`src/design/rv64_instruction_decoder_core_assert.svh`:
```
// Assertion macros shared by the instruction decoder modules.
// No dependencies; include inside a module body after the package import.
`ifndef RV64_INSTRUCTION_DECODER_CORE_ASSERT_SVH
`define RV64_INSTRUCTION_DECODER_CORE_ASSERT_SVH

// Same-cycle implication, disabled while reset is low.
`define RVD_ASSERT_NOW(label, clk, rst_n, ante, cons) \
  label: assert property (@(posedge clk) disable iff (!rst_n) (ante) |-> (cons)) \
    else $error("rvd assertion failed");

// Next-cycle implication, disabled while reset is low.
`define RVD_ASSERT_NEXT(label, clk, rst_n, ante, cons) \
  label: assert property (@(posedge clk) disable iff (!rst_n) (ante) |=> (cons)) \
    else $error("rvd assertion failed");

`endif

```
`src/design/rvd_pkg.sv`:
```
// Shared constants, opcode classes, mnemonic codes and stage structs
// for the RV64I instruction decoder. No dependencies.
package rvd_pkg;

  localparam int ADDR_WIDTH = 64;

  // Major opcodes, bits 6..0
  localparam logic [6:0] OPC_MASK   = 7'h7f;
  localparam logic [6:0] OPC_OP_IMM = 7'h13;
  localparam logic [6:0] OPC_OP     = 7'h33;
  localparam logic [6:0] OPC_AUIPC  = 7'h17;
  localparam logic [6:0] OPC_LUI    = 7'h37;
  localparam logic [6:0] OPC_JAL    = 7'h6f;
  localparam logic [6:0] OPC_JALR   = 7'h67;
  localparam logic [6:0] OPC_BRANCH = 7'h63;
  localparam logic [6:0] OPC_LOAD   = 7'h03;
  localparam logic [6:0] OPC_STORE  = 7'h23;
  localparam logic [6:0] OPC_SYSTEM = 7'h73;

  localparam logic [31:0] ECALL_WORD = 32'h0000_0073;

  // funct values used by the decode
  localparam logic [6:0] F7_BASE = 7'h00;
  localparam logic [6:0] F7_ALT  = 7'h20;

  typedef enum logic [3:0] {
    CLS_OP_IMM,
    CLS_OP,
    CLS_AUIPC,
    CLS_LUI,
    CLS_JAL,
    CLS_JALR,
    CLS_BRANCH,
    CLS_LOAD,
    CLS_STORE,
    CLS_SYSTEM,
    CLS_NONE
  } cls_t;

  // Mnemonic codes, dense in decode order
  localparam logic [5:0] OP_ADDI         = 6'd0;
  localparam logic [5:0] OP_ORI          = 6'd1;
  localparam logic [5:0] OP_ANDI         = 6'd2;
  localparam logic [5:0] OP_XORI         = 6'd3;
  localparam logic [5:0] OP_SLLI         = 6'd4;
  localparam logic [5:0] OP_SRAI         = 6'd5;
  localparam logic [5:0] OP_SRLI         = 6'd6;
  localparam logic [5:0] OP_OTHER_IMM    = 6'd7;
  localparam logic [5:0] OP_ADD          = 6'd8;
  localparam logic [5:0] OP_SUB          = 6'd9;
  localparam logic [5:0] OP_AND          = 6'd10;
  localparam logic [5:0] OP_OR           = 6'd11;
  localparam logic [5:0] OP_XOR          = 6'd12;
  localparam logic [5:0] OP_OTHER_OP     = 6'd13;
  localparam logic [5:0] OP_AUIPC        = 6'd14;
  localparam logic [5:0] OP_LUI          = 6'd15;
  localparam logic [5:0] OP_JAL          = 6'd16;
  localparam logic [5:0] OP_JALR         = 6'd17;
  localparam logic [5:0] OP_BEQ          = 6'd18;
  localparam logic [5:0] OP_BNE          = 6'd19;
  localparam logic [5:0] OP_BLT          = 6'd20;
  localparam logic [5:0] OP_BGE          = 6'd21;
  localparam logic [5:0] OP_BLTU         = 6'd22;
  localparam logic [5:0] OP_BGEU         = 6'd23;
  localparam logic [5:0] OP_OTHER_BRANCH = 6'd24;
  localparam logic [5:0] OP_LB           = 6'd25;
  localparam logic [5:0] OP_LH           = 6'd26;
  localparam logic [5:0] OP_LW           = 6'd27;
  localparam logic [5:0] OP_LD           = 6'd28;
  localparam logic [5:0] OP_LBU          = 6'd29;
  localparam logic [5:0] OP_LHU          = 6'd30;
  localparam logic [5:0] OP_LWU          = 6'd31;
  localparam logic [5:0] OP_SB           = 6'd32;
  localparam logic [5:0] OP_SH           = 6'd33;
  localparam logic [5:0] OP_SW           = 6'd34;
  localparam logic [5:0] OP_SD           = 6'd35;
  localparam logic [5:0] OP_ECALL        = 6'd36;
  localparam logic [5:0] OP_OTHER_SYS    = 6'd37;
  localparam logic [5:0] OP_UNKNOWN      = 6'd38;

  // Stage 1 -> stage 2: raw word, address, major class
  typedef struct packed {
    logic [31:0]           word;
    logic [ADDR_WIDTH-1:0] pc;
    cls_t                  cls;
  } s1_t;

  // Stage 2 -> stage 3: decoded fields, offset and address
  typedef struct packed {
    logic [5:0]            code;
    logic signed [31:0]    imm;
    logic [ADDR_WIDTH-1:0] pc;
    logic                  add_en;
    logic [4:0]            rd;
    logic [4:0]            rs1;
    logic [4:0]            rs2;
    logic [2:0]            f3;
    logic [6:0]            f7;
  } s2_t;

endpackage

```
`src/design/rvd_if.sv`:
```
// Request channels of the instruction decoder: instruction in, decode out.
// No dependencies.
interface rvd_in_if;
  logic        valid;
  logic        ready;
  logic [31:0] instr_word;
  logic [63:0] pc;

  modport source (output valid, output instr_word, output pc, input ready);
  modport sink   (input valid, input instr_word, input pc, output ready);
endinterface

interface rvd_out_if;
  logic               valid;
  logic               ready;
  logic [5:0]         op_code;
  logic [4:0]         dest_reg;
  logic [4:0]         src1_reg;
  logic [4:0]         src2_reg;
  logic signed [31:0] immediate;
  logic [63:0]        target_addr;
  logic [2:0]         funct3_field;
  logic [6:0]         funct7_field;

  modport source (output valid, output op_code, output dest_reg, output src1_reg,
                  output src2_reg, output immediate, output target_addr,
                  output funct3_field, output funct7_field, input ready);
  modport sink   (input valid, input op_code, input dest_reg, input src1_reg,
                  input src2_reg, input immediate, input target_addr,
                  input funct3_field, input funct7_field, output ready);
endinterface

```
`src/design/rvd_classify.sv`:
```
// Stage 1: accept a request and register it with its major opcode class.
// Depends on rvd_pkg and rvd_in_if.
module rvd_classify (
  input  logic          clk,
  input  logic          rst_n,
  rvd_in_if.sink        in_chan,
  output logic          s1_valid,
  input  logic          s1_ready,
  output rvd_pkg::s1_t  s1
);
  import rvd_pkg::*;

  logic stage_ready;
  logic valid_r, valid_nxt;
  s1_t  data_r;
  cls_t cls;

  assign stage_ready   = !valid_r || s1_ready;
  assign in_chan.ready = stage_ready;

  always_comb begin
    case (in_chan.instr_word[6:0] & OPC_MASK)
      OPC_OP_IMM: cls = CLS_OP_IMM;
      OPC_OP:     cls = CLS_OP;
      OPC_AUIPC:  cls = CLS_AUIPC;
      OPC_LUI:    cls = CLS_LUI;
      OPC_JAL:    cls = CLS_JAL;
      OPC_JALR:   cls = CLS_JALR;
      OPC_BRANCH: cls = CLS_BRANCH;
      OPC_LOAD:   cls = CLS_LOAD;
      OPC_STORE:  cls = CLS_STORE;
      OPC_SYSTEM: cls = CLS_SYSTEM;
      default:    cls = CLS_NONE;
    endcase
  end

  always_comb begin
    valid_nxt = valid_r;
    if (stage_ready) begin
      valid_nxt = in_chan.valid;
    end
  end

  always_ff @(posedge clk) begin
    if (!rst_n) begin
      valid_r <= 1'b0;
    end else begin
      valid_r <= valid_nxt;
    end
  end

  // Load on accept, hold otherwise
  always_ff @(posedge clk) begin
    if (stage_ready && in_chan.valid) begin
      data_r.word <= in_chan.instr_word;
      data_r.pc   <= in_chan.pc[ADDR_WIDTH-1:0];
      data_r.cls  <= cls;
    end
  end

  assign s1_valid = valid_r;
  assign s1       = data_r;

endmodule

```
`src/design/rvd_decode.sv`:
```
// Stage 2: mnemonic code, immediate assembly and register fields.
// Depends on rvd_pkg and the assertion macro header.
module rvd_decode (
  input  logic          clk,
  input  logic          rst_n,
  input  logic          s1_valid,
  output logic          s1_ready,
  input  rvd_pkg::s1_t  s1,
  output logic          s2_valid,
  input  logic          s2_ready,
  output rvd_pkg::s2_t  s2
);
  import rvd_pkg::*;
  `include "rv64_instruction_decoder_core_assert.svh"

  logic        stage_ready;
  logic        valid_r, valid_nxt;
  s2_t         data_r, data_nxt;
  logic [31:0] w;
  logic [2:0]  f3;
  logic [6:0]  f7;
  logic [31:0] imm_i;

  assign w     = s1.word;
  assign f3    = w[14:12];
  assign f7    = w[31:25];
  assign imm_i = {{20{w[31]}}, w[31:20]};

  assign stage_ready = !valid_r || s2_ready;
  assign s1_ready    = stage_ready;

  always_comb begin
    data_nxt        = '0;
    data_nxt.code   = OP_UNKNOWN;
    data_nxt.pc     = s1.pc;
    data_nxt.rd     = w[11:7];
    data_nxt.rs1    = w[19:15];
    data_nxt.rs2    = w[24:20];
    data_nxt.f3     = f3;
    data_nxt.f7     = f7;
    case (s1.cls)
      CLS_OP_IMM: begin
        data_nxt.imm = imm_i;
        case (f3)
          3'd0: data_nxt.code = OP_ADDI;
          3'd6: data_nxt.code = OP_ORI;
          3'd7: data_nxt.code = OP_ANDI;
          3'd4: data_nxt.code = OP_XORI;
          3'd1: begin
            data_nxt.code = OP_SLLI;
            data_nxt.imm  = {26'd0, w[25:20]};
          end
          3'd5: begin
            data_nxt.code = f7[5] ? OP_SRAI : OP_SRLI;
            data_nxt.imm  = {26'd0, w[25:20]};
          end
          default: data_nxt.code = OP_OTHER_IMM;
        endcase
      end
      CLS_OP: begin
        if (f3 == 3'd0 && f7 == F7_BASE) begin
          data_nxt.code = OP_ADD;
        end else if (f3 == 3'd0 && f7 == F7_ALT) begin
          data_nxt.code = OP_SUB;
        end else begin
          case (f3)
            3'd7:    data_nxt.code = OP_AND;
            3'd6:    data_nxt.code = OP_OR;
            3'd4:    data_nxt.code = OP_XOR;
            default: data_nxt.code = OP_OTHER_OP;
          endcase
        end
      end
      CLS_AUIPC: begin
        data_nxt.code = OP_AUIPC;
        data_nxt.imm  = {{12{w[31]}}, w[31:12]};
      end
      CLS_LUI: begin
        data_nxt.code = OP_LUI;
        data_nxt.imm  = {{12{w[31]}}, w[31:12]};
      end
      CLS_JAL: begin
        data_nxt.code   = OP_JAL;
        data_nxt.imm    = {{11{w[31]}}, w[31], w[19:12], w[20], w[30:21], 1'b0};
        data_nxt.add_en = 1'b1;
      end
      CLS_JALR: begin
        data_nxt.code = OP_JALR;
        data_nxt.imm  = imm_i;
      end
      CLS_BRANCH: begin
        data_nxt.imm    = {{19{w[31]}}, w[31], w[7], w[30:25], w[11:8], 1'b0};
        data_nxt.add_en = 1'b1;
        case (f3)
          3'd0:    data_nxt.code = OP_BEQ;
          3'd1:    data_nxt.code = OP_BNE;
          3'd4:    data_nxt.code = OP_BLT;
          3'd5:    data_nxt.code = OP_BGE;
          3'd6:    data_nxt.code = OP_BLTU;
          3'd7:    data_nxt.code = OP_BGEU;
          default: data_nxt.code = OP_OTHER_BRANCH;
        endcase
      end
      CLS_LOAD: begin
        data_nxt.imm = imm_i;
        case (f3)
          3'd0:    data_nxt.code = OP_LB;
          3'd1:    data_nxt.code = OP_LH;
          3'd2:    data_nxt.code = OP_LW;
          3'd4:    data_nxt.code = OP_LBU;
          3'd5:    data_nxt.code = OP_LHU;
          3'd6:    data_nxt.code = OP_LWU;
          default: data_nxt.code = OP_LD;   // doubleword, and funct3 7
        endcase
      end
      CLS_STORE: begin
        data_nxt.imm = {{20{w[31]}}, w[31:25], w[11:7]};
        case (f3)
          3'd0:    data_nxt.code = OP_SB;
          3'd1:    data_nxt.code = OP_SH;
          3'd2:    data_nxt.code = OP_SW;
          default: data_nxt.code = OP_SD;   // funct3 3 and every wider code
        endcase
      end
      CLS_SYSTEM: begin
        data_nxt.code = (w == ECALL_WORD) ? OP_ECALL : OP_OTHER_SYS;
      end
      default: data_nxt.code = OP_UNKNOWN;
    endcase
  end

  always_comb begin
    valid_nxt = valid_r;
    if (stage_ready) begin
      valid_nxt = s1_valid;
    end
  end

  always_ff @(posedge clk) begin
    if (!rst_n) begin
      valid_r <= 1'b0;
    end else begin
      valid_r <= valid_nxt;
    end
  end

  always_ff @(posedge clk) begin
    if (stage_ready && s1_valid) begin
      data_r <= data_nxt;
    end
  end

  assign s2_valid = valid_r;
  assign s2       = data_r;

  // A stalled decode entry must neither vanish nor change
  `RVD_ASSERT_NEXT(a_stall_hold, clk, rst_n, valid_r && !s2_ready, valid_r && $stable(data_r))

endmodule

```
`src/design/rvd_target.sv`:
```
// Stage 3: branch and jump target adder, and the output register.
// Depends on rvd_pkg, rvd_out_if and the assertion macro header.
module rvd_target (
  input  logic          clk,
  input  logic          rst_n,
  input  logic          s2_valid,
  output logic          s2_ready,
  input  rvd_pkg::s2_t  s2,
  rvd_out_if.source     out_chan
);
  import rvd_pkg::*;
  `include "rv64_instruction_decoder_core_assert.svh"

  logic                         stage_ready;
  logic                         valid_r, valid_nxt;
  logic signed [ADDR_WIDTH-1:0] offset;
  logic [ADDR_WIDTH-1:0]        sum;
  logic [63:0]                  target_nxt;

  logic [5:0]         code_r;
  logic [4:0]         rd_r, rs1_r, rs2_r;
  logic signed [31:0] imm_r;
  logic [63:0]        target_r;
  logic [2:0]         f3_r;
  logic [6:0]         f7_r;

  logic               jump_code;
  logic               upper_code;

  assign stage_ready = !valid_r || out_chan.ready;
  assign s2_ready    = stage_ready;

  // Sign-extend the offset to the address width; the sum wraps there
  assign offset     = ADDR_WIDTH'(s2.imm);
  assign sum        = s2.pc + offset;
  assign target_nxt = s2.add_en ? 64'(sum) : 64'd0;

  always_comb begin
    valid_nxt = valid_r;
    if (stage_ready) begin
      valid_nxt = s2_valid;
    end
  end

  always_ff @(posedge clk) begin
    if (!rst_n) begin
      valid_r <= 1'b0;
    end else begin
      valid_r <= valid_nxt;
    end
  end

  always_ff @(posedge clk) begin
    if (stage_ready && s2_valid) begin
      code_r   <= s2.code;
      rd_r     <= s2.rd;
      rs1_r    <= s2.rs1;
      rs2_r    <= s2.rs2;
      imm_r    <= s2.imm;
      target_r <= target_nxt;
      f3_r     <= s2.f3;
      f7_r     <= s2.f7;
    end
  end

  assign out_chan.valid        = valid_r;
  assign out_chan.op_code      = code_r;
  assign out_chan.dest_reg     = rd_r;
  assign out_chan.src1_reg     = rs1_r;
  assign out_chan.src2_reg     = rs2_r;
  assign out_chan.immediate    = imm_r;
  assign out_chan.target_addr  = target_r;
  assign out_chan.funct3_field = f3_r;
  assign out_chan.funct7_field = f7_r;

  assign jump_code  = code_r inside {OP_JAL, [OP_BEQ:OP_OTHER_BRANCH]};
  assign upper_code = code_r inside {OP_LUI, OP_AUIPC};

  // Only JAL and branches carry a target
  `RVD_ASSERT_NOW(a_target_zero, clk, rst_n, valid_r && !jump_code, target_r == 64'd0)
  // Jump and branch offsets are halfword aligned
  `RVD_ASSERT_NOW(a_offset_even, clk, rst_n, valid_r && jump_code, imm_r[0] == 1'b0)
  // Upper immediates carry the raw funct7 bits in place
  `RVD_ASSERT_NOW(a_upper_imm, clk, rst_n, valid_r && upper_code, imm_r[19:13] == f7_r)

endmodule

```
`src/design/rv64_instruction_decoder_core.sv`:
```
// Top level of the RV64I instruction decoder: three-stage decode pipeline.
// Depends on rvd_pkg, rvd_if, rvd_classify, rvd_decode and rvd_target.
//
// Decodes one 32-bit RISC-V instruction word per cycle, with its address,
// while out_chan is not stalled. Each request on in_chan yields exactly one
// result on out_chan, in order; the classify, field decode and target add
// stages register it in turn, and the result is held until out_chan takes
// it. The sustained rate is one request per clock while out_chan is ready,
// each of the three register stages taking a new request whenever the
// stage ahead of it is empty or draining. The result carries
// a dense mnemonic code (38 for an unrecognized major opcode), the raw rd,
// rs1, rs2, funct3 and funct7 fields, the sign-extended immediate (shift
// amount for slli/srli/srai, upper 20 bits for lui/auipc), and for JAL and
// every branch the target pc + offset wrapped at ADDR_WIDTH bits; the target
// reads zero for all other instructions. The block holds no architectural
// state: reset only empties the pipeline.
module rv64_instruction_decoder_core (
  input  logic       clk,
  input  logic       rst_n,
  rvd_in_if.sink     in_chan,
  rvd_out_if.source  out_chan
);
  import rvd_pkg::*;

  // Stage 1 -> 2 link
  logic s1_valid;
  logic s1_ready;
  s1_t  s1;

  // Stage 2 -> 3 link
  logic s2_valid;
  logic s2_ready;
  s2_t  s2;

  // Register the request and sort it by major opcode
  rvd_classify u_classify (
    .clk      (clk),
    .rst_n    (rst_n),
    .in_chan  (in_chan),
    .s1_valid (s1_valid),
    .s1_ready (s1_ready),
    .s1       (s1)
  );

  // Pick the mnemonic, assemble the immediate, flag target-bearing codes
  rvd_decode u_decode (
    .clk      (clk),
    .rst_n    (rst_n),
    .s1_valid (s1_valid),
    .s1_ready (s1_ready),
    .s1       (s1),
    .s2_valid (s2_valid),
    .s2_ready (s2_ready),
    .s2       (s2)
  );

  // Add the offset to the address and hold the result for the consumer
  rvd_target u_target (
    .clk      (clk),
    .rst_n    (rst_n),
    .s2_valid (s2_valid),
    .s2_ready (s2_ready),
    .s2       (s2),
    .out_chan (out_chan)
  );

endmodule

```
`src/flat_wrapper.sv`:
```
// flat-port wrapper written by rule: the top's interface ports become plain ports
module rv64_instruction_decoder_core_flat import rvd_pkg::*;
  (clk, rst_n, in_chan_valid, in_chan_instr_word, in_chan_pc, in_chan_ready, out_chan_valid, out_chan_op_code, out_chan_dest_reg, out_chan_src1_reg, out_chan_src2_reg, out_chan_immediate, out_chan_target_addr, out_chan_funct3_field, out_chan_funct7_field, out_chan_ready);
  rvd_in_if in_chan_i ();
  rvd_out_if out_chan_i ();
  input  logic clk;
  input  logic rst_n;
  input wire logic [$bits(in_chan_i.valid)-1:0] in_chan_valid;
  input wire logic [$bits(in_chan_i.instr_word)-1:0] in_chan_instr_word;
  input wire logic [$bits(in_chan_i.pc)-1:0] in_chan_pc;
  output wire logic [$bits(in_chan_i.ready)-1:0] in_chan_ready;
  output wire logic [$bits(out_chan_i.valid)-1:0] out_chan_valid;
  output wire logic [$bits(out_chan_i.op_code)-1:0] out_chan_op_code;
  output wire logic [$bits(out_chan_i.dest_reg)-1:0] out_chan_dest_reg;
  output wire logic [$bits(out_chan_i.src1_reg)-1:0] out_chan_src1_reg;
  output wire logic [$bits(out_chan_i.src2_reg)-1:0] out_chan_src2_reg;
  output wire logic [$bits(out_chan_i.immediate)-1:0] out_chan_immediate;
  output wire logic [$bits(out_chan_i.target_addr)-1:0] out_chan_target_addr;
  output wire logic [$bits(out_chan_i.funct3_field)-1:0] out_chan_funct3_field;
  output wire logic [$bits(out_chan_i.funct7_field)-1:0] out_chan_funct7_field;
  input wire logic [$bits(out_chan_i.ready)-1:0] out_chan_ready;
  assign in_chan_i.valid = in_chan_valid;
  assign in_chan_i.instr_word = in_chan_instr_word;
  assign in_chan_i.pc = in_chan_pc;
  assign in_chan_ready = in_chan_i.ready;
  assign out_chan_valid = out_chan_i.valid;
  assign out_chan_op_code = out_chan_i.op_code;
  assign out_chan_dest_reg = out_chan_i.dest_reg;
  assign out_chan_src1_reg = out_chan_i.src1_reg;
  assign out_chan_src2_reg = out_chan_i.src2_reg;
  assign out_chan_immediate = out_chan_i.immediate;
  assign out_chan_target_addr = out_chan_i.target_addr;
  assign out_chan_funct3_field = out_chan_i.funct3_field;
  assign out_chan_funct7_field = out_chan_i.funct7_field;
  assign out_chan_i.ready = out_chan_ready;
  rv64_instruction_decoder_core u_core (.clk(clk), .rst_n(rst_n), .in_chan(in_chan_i), .out_chan(out_chan_i));
endmodule
```
`config.mk`:
```
export PLATFORM = sky130hd
export DESIGN_NAME = rv64_instruction_decoder_core_flat
export DESIGN_NICKNAME = d
export VERILOG_FILES = /design/src/design/rvd_pkg.sv /design/src/design/rvd_if.sv /design/src/design/rvd_classify.sv /design/src/design/rvd_decode.sv /design/src/design/rvd_target.sv /design/src/design/rv64_instruction_decoder_core.sv /design/src/flat_wrapper.sv
export VERILOG_INCLUDE_DIRS = /design/src /design/src/design
export SDC_FILE = /design/constraint.sdc
export NUM_CORES = 1
export LEC_CHECK = 0
export BUFFER_PORTS_ARGS = -buffer_cell sky130_fd_sc_hd__buf_2
export CELL_PAD_IN_SITES_DETAIL_PLACEMENT = 1
export CELL_PAD_IN_SITES_GLOBAL_PLACEMENT = 1
export CORE_UTILIZATION = 45
export DETAILED_ROUTE_END_ITERATION = 8
export GPL_ROUTABILITY_DRIVEN = 1
export PLACE_DENSITY_LB_ADDON = 0.05
export RECOVER_POWER = 100
export SETUP_SLACK_MARGIN = 0.15
export SLEW_MARGIN = 20
export SYNTH_ARGS = -nofsm -noshare
export SYNTH_HDL_FRONTEND = slang
export SYNTH_SLANG_ARGS = --single-unit
```
`constraint.sdc`:
```
create_clock -name clk -period 28.6 [get_ports clk]
set_input_delay 2.86 -clock clk [delete_from_list [all_inputs] [get_ports clk]]
set_output_delay 2.86 -clock clk [all_outputs]
set_load 0.02 [all_outputs]
```
==> After elaboration in Yosys (flattened, before gate mapping) <==
Index checks and enable logic that the tools add are counted.
{ "totals": {"ff_bits": 358, "input_bits": 100, "output_inout_bits": 129, "wordCells": 83} }
{ "op_classes": {"add_sub_neg": 1, "eq_ne": 27, "muxes": 14, "reduce_logical": 18} }
{ "ops": {"columns": ["operator", "count"], "rows": [
  ["32-bit one-hot mux with 6 select lines", 1],
  ["64-bit adder", 1],
  ["6-bit one-hot mux with 10 select lines", 1],
  ["4-bit one-hot mux with 10 select lines", 1],
  ["3-bit one-hot mux with 6 select lines", 2],
  ["32-bit by 7-bit equality test with 1-bit output, second input constant", 1],
  ["32-bit two-way mux", 1],
  ["7-bit by 6-bit equality test with 1-bit output, second input constant", 4],
  ["7-bit equality test, second input constant", 4],
  ["4-bit one-hot mux with 6 select lines", 1],
  ["4-bit by 3-bit equality test with 1-bit output, second input constant", 4],
  ["7-bit by 5-bit equality test with 1-bit output, second input constant", 2],
  ["3-bit equality test, second input constant", 4],
  ["6-bit two-way mux", 2],
  ["3-bit one-hot mux with 3 select lines", 1],
  ["4-bit by 2-bit equality test with 1-bit output, second input constant", 2],
  ["4-bit equality test, second input constant", 2],
  ["2-bit OR reduction", 4],
  ["7-bit by 2-bit equality test with 1-bit output, second input constant", 1],
  ["7-bit logical NOT", 1],
  ["2-bit one-hot mux with 3 select lines", 1],
  ["1-bit logical AND", 5],
  ["4-bit by 1-bit equality test with 1-bit output, second input constant", 1],
  ["4-bit logical NOT", 1],
  ["7 further kinds", 12]
]} }

==> Depth between registers and ports, before layout <==
Gate-level depths: netlist (run 1).
{ "depth": {"ltp_word": 5, "depth_mapped": 12} }

==> Hierarchy <==
A second synthesis (run 1) with hierarchy kept.
{ "hier_totals": {"cells_unflattened": 1125, "hier_area_um2": 15531.1} }
{ "modules_own_cells": {"columns": ["mod", "n_inst", "cells_each", "area_per_inst_um2", "seq_area_each_um2"], "rows": [
  ["rvd_target", 1, 736, 7905.1, 3833.7],
  ["rvd_decode", 1, 264, 4461.8, 3533.4],
  ["rvd_classify", 1, 125, 3164.3, 3022.9]
]} }

==> Least setup slack after synthesis (run 1) <==
No wires, ideal clock.
{ "synth_timing": {"kind": "in2reg", "from": "in out_chan_ready", "to": "reg u_core.u_decode.data_r (netlist bit u_core.u_decode.s2[0]), enable pin", "setup_time_ns": 0.772, "arrival_time_ns": 11.413, "t_required_ns": 27.828, "path_slack_ns": 16.415, "stages": 2, "path_buffers": 0, "path_cell_list": "nor2b_1 -> a21boi_0"} }
{ "synth_between": {"elab_chain_len": 3} }
{ "synth_lines": {"columns": ["item", "line_no", "text"], "rows": [
  ["start, declared", "flat_wrapper.sv:21", "input wire logic [$bits(out_chan_i.ready)-1:0] out_chan_ready;"],
  ["1-bit logical OR", "rvd_target.sv:30", "assign stage_ready = !valid_r || out_chan.ready;"],
  ["1-bit logical OR", "rvd_decode.sv:29", "assign stage_ready = !valid_r || s2_ready;"],
  ["1-bit logical AND", "rvd_decode.sv:148", "if (stage_ready && s1_valid) begin"],
  ["end signal, assigned", "rvd_decode.sv:149", "data_r <= data_nxt;"],
  ["end, declared", "rvd_decode.sv:18", "s2_t data_r, data_nxt;"]
]} }
Every way passes these cells.
A chain may end at the register's enable or synchronous reset.

==> Final worst setup path (run 1) <==
{ "layout_timing": {"from": "in out_chan_ready", "to": "reg u_core.u_decode.data_r (netlist bit u_core.u_decode.s2[100]), enable pin"} }
The elaborated chain is that of the path after synthesis.

==> summary.md, run 1 <==
| Metric | Value |
|---|---|
| CP Class | input port to flip-flop |
| Combinational share of power | between 10% and 20% |
| Final setup viols | 0 |
| Initial DRC count | roughly 700 |
| DRC | 0 |
| Top cells by count, synth | 333 x edfxtp_1, 95 x a21oi_1, 72 x nand2_1 |
| Layout Skew | 15.2 ps |
| Synth-to-Final Area Change | 15.3% |
| Core area | between 30000 and 40000 um2 |
| Area share of the largest cell type after synthesis | between 60% and 70% |
| Hold Crit Class | flip-flop to flip-flop |
| Root buffer cell | clkbuf_16 |
| Fill cell count | around 3500 |
| Cell mode on critical path | clkbuf_1 |
| Fmax | 119 MHz |
| Number of buffers created by CTS | 36 |
| Max reg flops | 117 |
| Pin count of the biggest net entering global routing | 75 |
| Worst skew pair latency | 530 ps |
| Cell type contributing the most total cell area after synthesis | edfxtp_1 |
| Mapped Nets | between 1000 and 1500 |
| Worst EP arrival | approximately 8500 ps |
| Synthesized area per cell | between 10 and 15 um2 |
| Nets | approximately 1500 |
| Worst reg2reg setup slack | 22200 ps |
| Top-count cell post-synth | edfxtp_1 |
| Final Hold Vio Count | 0 |
| R2r startpoint | u_core.u_target.out_chan.valid$_SDFFE_PN0P_ |
| Startpoint types | input port |
| Mapped Area | 15500 um2 |
| Crit path capture | u_core.u_decode.s2[100]$_DFFE_PP_ |
| Register area share after synthesis | between 60% and 70% |
| Post-synth EDFFs | around 330 |
| Die Width | ~190 um |
| Clk slew on worst S/H paths | ~60 ps |
| Crit-path max FO | 65 |
| Drt total wl | ~38000 um |
| H-tree depth | 2 |
| Worst-case reg-to-reg path depth | 4 |
| Synth cell types | a little under 80 |
| Switching power | ~0.30 mW |
| Via count | approximately 10000 |
| Share of cells above drive strength 1 | approximately a tenth |
| CTS tree | yes |
| Routability Congestion | around 0.85 |
| Final period utilization | between 20% and 30% |
| Crit path capture type | flip-flop |
| Slowest-stage cell, CP | clkbuf_1 |
| Ys Warns | 0 |
| I/O Buffers | about 230 |
| Max Slew Vio Count | 461 |
| Violated checks | capacitance limit, slew limit |
| Starting Density | approximately 46% |
| CTS Buffer Depth | 3 |
| Post-CTS Hold Fix Bufs | 0 |
| Final worst path period need | roughly 8400 ps |
| Worst vdd ir | between 0.04 and 0.05 mV |
| Static leakage | roughly 6.3 nW |
| GRT Util Overall | a little over a fifth |
| GR Overflow Total | 0 |
| First-pass GRT wire length | roughly 59000 um |
| Status | complete, but fails checks |
| Ports | roughly 230 |
| R2r endpoint | u_core.u_decode.s2[100]$_DFFE_PP_ |
| Power share of the clock group | approximately 37% |
| Switching part of the total power | 25.1% |
| ANT nets after route | 0 |
| Fin util | a little over half |
| WL/cell | 20.8 um |
| Initial DRT Pass Iterations | 7 |
| Power Dens Cells | 67.2 nW/um2 |
| Setup TNS | 0 ps |
| Vias per cell | between 5 and 6 |
| MaxCap Viol Count | 8 |
| HPWL after DPL | approximately 27000 um |
| Post-synth ARST share | 0% |
| Number of buffers inserted by post-CTS setup repair | 0 |
| Pint | around 0.9 mW |
| Rel. slew slack | -183% |
| Clock sinks | about 340 |
| RSZ-0062 raised after global routing | false |
| Worst-Margin Slew | around 4200 ps |
| Post-cts gate resize count | 0 |
| FF+latch count, synth | between 300 and 400 |
| Die height | 187 um |
| CP startpoint | out_chan_ready |
| Vias in the first global route | ~11000 |
| Mapped Cells | between 1000 and 1500 |
| Slowest stage delay, CP | between 2000 and 3000 ps |
| Row cnt | between 60 and 70 |
| Hold Crit Depth | 0 |
| Sequential power share | 49.7% |
| Largest cells by area after synthesis | edfxtp_1 65%, ha_1 5.7%, a21oi_1 3.1% |
| Initial antenna violation count | 1 |
| Worst path cell trace | buf_2 -> nor2b_1 -> a21boi_4 -> clkbuf_1 -> clkbuf_1 |
| Ys flop type | edfxtp_1 |
| Die area | between 30000 and 40000 um2 |
| Req. time, crit path | 28640 ps |
| Fin Hold WS | approximately 420 ps |
through the flow:
stage,power (mW),area [um2],setup slack (ps),cells
2_1_floorplan,0.716,15500,16410,1157
3_3_place_gp,0.763,17000,21840,1781
3_5_place_dp,0.767,17000,21810,1781
4_1_cts,1.21,18100,21790,1845
5_1_grt,1.25,17800,19650,1845
6_report,1.20,17800,20180,1846
worst min-delay path by stage:
stage,from,endpoint,slack (ps)
2_1_floorplan,u_core.u_classify.s1[4]$_DFFE_PP_,u_core.u_decode.s2[26]$_DFFE_PP_,400
4_1_cts,u_core.u_classify.s1[66]$_DFFE_PP_,u_core.u_decode.s2[88]$_DFFE_PP_,410
3_3_place_gp,u_core.u_classify.s1[10]$_DFFE_PP_,u_core.u_decode.s2[32]$_DFFE_PP_,400
6_report,u_core.u_classify.s1[41]$_DFFE_PP_,u_core.u_decode.s2[63]$_DFFE_PP_,420
5_1_grt,u_core.u_classify.s1[66]$_DFFE_PP_,u_core.u_decode.s2[88]$_DFFE_PP_,420
3_5_place_dp,u_core.u_classify.s1[11]$_DFFE_PP_,u_core.u_decode.s2[33]$_DFFE_PP_,410
power groups by stage:
stage / clock network (mW) / logic, mW / registers (mW)
2_1_floorplan: 0 / 0.109 / 0.606
3_3_place_gp: 0 / 0.161 / 0.603
3_5_place_dp: 0 / 0.163 / 0.604
4_1_cts: 0.455 / 0.165 / 0.594
5_1_grt: 0.471 / 0.178 / 0.598
6_report: 0.443 / 0.161 / 0.596
placed cells by master (no fill, tap or decap), drive strengths merged, types with 6 or more instances in the layout:
cell and instances:
a211oi 7, a21o 20, a21oi 98, a221o 8
a221oi 6, a31oi 10, and2 56, and3 9
buf 74, clkbuf 211, clkinv 8, edfxtp 333
ha 70, inv 32, nand2 74, nand2b 10
nand3 20, nand4 25, nor2 48, nor2b 12
nor3 26, o21a 8, o21ai 57, o21bai 14
o31a 8, or2 7, or3 7, xnor2 33
xor2 18
logic make-up after synthesis:
kind of cell    share of synthesized area, %
xor+xnor                                2.89
fa+ha+maj                               5.86
mux                                    0.405
compound gates                          12.6
buf+inv                                 2.47
flops                                   65.1
simple gates                            10.7
routing by layer:
layer  wire (um)  vias to the layer above  GRT usage, %
met2       18200                      308          36.3
met3        2300                       58          4.41
met4         866                        0          6.05
met5           0                        -             0
li1            -                     4849             -
met1       17100                     4975          29.1
final cells by class:
class                           instances  area, um2  area share (%)
Antenna cell                            1       2.50          0.0140
Multi-Input combinational cell        732       5000            28.1
Timing Repair Buffer                  235        975            5.47
Inverter                               30        113           0.632
Clock buffer                           50        985            5.52
Sequential cell                       336      10100            56.4
Clock inverter                         14        128           0.716
Tap cell                              448        561            3.14
worst max-delay path: cells and delay by family:
family	cells	cell delay, ps
AND/OR/NAND/NOR	1	120
buffers and inverters	3	5160
AO/OA/AOI/OAI	1	180
No activity file was read; power rests on OpenSTA's default activity.
==> run 2, diff against run 1 <==
Settings changed: CORE_UTILIZATION 45 to 42.
Clock period 28.6 ns to 7.26 ns, I/O delays scaled along.
==> run 2 against run 1 <==
Effect of this change:
- largest power group unchanged
- via count about the same
- cell count up 1.0%
- largest cell class unchanged
- critical path type is now flip-flop to flip-flop
- total power rose to 4.1 times the previous value
- highest routed layer is now met5
- the flow still finishes with violations (capacitance limit, slew limit)
==> summary.md, run 2 (synthesis results as in run 1) <==
| Metric | Value |
|---|---|
| Fill cell count | 3769 |
| Final period utilization | between 70% and 80% |
| Fin cells | about 1900 |
| RSZ-0062 raised after global routing | false |
| Row cnt | between 60 and 70 |
| Final setup viols | 0 |
| Area of the multi-input gates | 5000 um2 |
| Worst skew pair latency | between 500 and 600 ps |
| GRT Util Overall | about 22% |
| DRC | 0 |
| Status | complete, but fails checks |
| Final Hold Vio Count | 0 |
| Worst path cell trace | clkbuf_1 -> ha_1 -> a21oi_1 -> o21ai_0 -> nor2_1 -> nor4b_1 -> o31a_1 -> o21ai_0 -> a41oi_1 -> xnor2_1 -> and2_0 |
| Pin count of the biggest net entering global routing | just over 70 |
| Crit-path max FO | 45 |
| Crit path capture type | flip-flop |
| Peak-usage layer in the global routing report | met2 |
| Worst-Margin Slew | around 4000 ps |
| Root buffer cell | clkbuf_16 |
| Startpoint types | flip-flop |
| Core area | ~36000 um2 |
| Number of buffers inserted by post-CTS setup repair | 0 |
| Hold Crit Class | input port to flip-flop |
| Worst EP arrival | between 5000 and 6000 ps |
| CTS tree | yes |
| Initial antenna violation count | 7 |
| Max reg flops | 117 |
| WL/cell | about 22 um |
| Fmax | about 200 MHz |
| Worst path bufs/invs | 1 |
| Setup TNS | 0 ps |
| Most frequent cells in the layout | 333 x edfxtp_1, 151 x clkbuf_1, 96 x a21oi_1, 88 x buf_2, 72 x nand2_1 |
| Fin util | between 50% and 60% |
| GR Overflow Total | 0 |
| Placed Cells | 1794 |
| Power Dens Cells | about 270 nW/um2 |
| Max Slew Vio Count | 430 |
| First-pass GRT wire length | just over 60000 um |
| Slowest-stage cell, CP | clkbuf_1 |
| Die Width | 194 um |
| Ports | ~230 |
| Most common cell after layout, fill and taps aside | edfxtp_1 |
| Number of buffers created by CTS | 37 |
| HPWL after DPL | roughly 30000 um |
| Violated checks | capacitance limit, slew limit |
| H-tree depth | 2 |
| Vias per cell | between 5 and 6 |
| ANT nets after route | 0 |
| Vias in the first global route | 10600 |
| Layout Skew | around 18 ps |
| Post-cts gate resize count | 0 |
| Clk slew on worst S/H paths | roughly 60 ps |
| Slowest stage delay, CP | about 1700 ps |
| Sequential Area | about 10000 um2 |
| Synth-to-Final Area Change | 16.3% |
| Share of cells above drive strength 1 | about an eighth |
| Grt met1 use | 27.9% |
| Clock sinks | 336 |
| Grt met2 use | a little over a third |
| Die height | 194 um |
| CTS Buffer Depth | 3 |
| Drt total wl | between 40000 and 50000 um |
| GR Util met3 | ~5.8% |
| Initial DRT Pass Iterations | 5 |
| Starting Density | a little over two fifths |
| Cell mode on critical path | o21ai_0 |
| Routability Congestion | 0.844 |
| Die area | roughly 38000 um2 |
| Req. time, crit path | 7550 ps |
| I/O Buffers | around 230 |
| MaxCap Viol Count | 8 |
| Post-CTS Hold Fix Bufs | 0 |
| Pwr Total | 4.86 mW |
| Critical path's top delay family | buffers and inverters |
| Nets | 1544 |
| Static leakage | 6.44 nW |
| Final worst path period need | 5130 ps |
| CP Class | flip-flop to flip-flop |
| Worst vdd ir | 0.211 mV |
| Rel. slew slack | -167% |
| Initial DRC count | just over 600 |
| Via count | 10200 |
run 2: cell count changes in the layout (fill, tap and decap cells not counted), moves of 4 or more:
cell | previous run | this run
and2_0 | 35 | 44
and2_1 | 21 | 12
clkbuf_1 | 173 | 151
clkinv_1 | 4 | 8
buf_2 | 74 | 88
run 2: final cells by class:
| type | instances | area share (%) |
|---|---|---|
| multi-input cells | 732 | 27.8 |
| inverters | 30 | 0.626 |
| clock buffers | 42 | 5.37 |
| well taps | 461 | 3.21 |
| clock inverters | 25 | 1.44 |
| diodes | 3 | 0.0418 |
| flip-flops and latches | 336 | 56.0 |
| repair buffers | 236 | 5.55 |
run 2: metrics by stage:
step / hold WS [ps] / instance area (um2) / setup WS [ps]
floorplan: 400 / 15500 / 298
detailed placement: 405 / 17000 / 3670
finish: 330 / 18000 / 2130
global placement: 401 / 17000 / 3650
CTS: 299 / 18200 / 3630
global route: 305 / 18000 / 1670
run 2: report_power, final:
group	total, mW	switching (mW)	internal (mW)	leakage, nW
registers	2.35	0.0669	2.28	3.20
logic	0.632	0.398	0.234	2.65
clock network	1.88	0.774	1.11	0.593
total	4.86	1.24	3.62	6.44
run 2: routing by layer:
layer  routed length [um]  share of wire [%]
met1                17800                 44
met2                19300                 48
met3                 2360                5.8
met4                  876                2.2
met5                   34              0.084
run 2: worst paths after layout:
kind	from	end	slack [ps]	cells past startpoint
max	u_core.u_decode.s2[120]$_DFFE_PP_	u_core.u_target.out_chan.target_addr[62]$_SDFFCE_PN0P_	2130	11
min	in_chan_instr_word[14]	u_core.u_classify.s1[82]$_DFFE_PP_	330	1
max reg2reg	u_core.u_decode.s2[120]$_DFFE_PP_	u_core.u_target.out_chan.target_addr[62]$_SDFFCE_PN0P_	2130	11
min reg2reg	u_core.u_decode.s2[20]$_DFFE_PP_	u_core.u_target.out_chan.dest_reg[0]$_DFFE_PP_	420	0
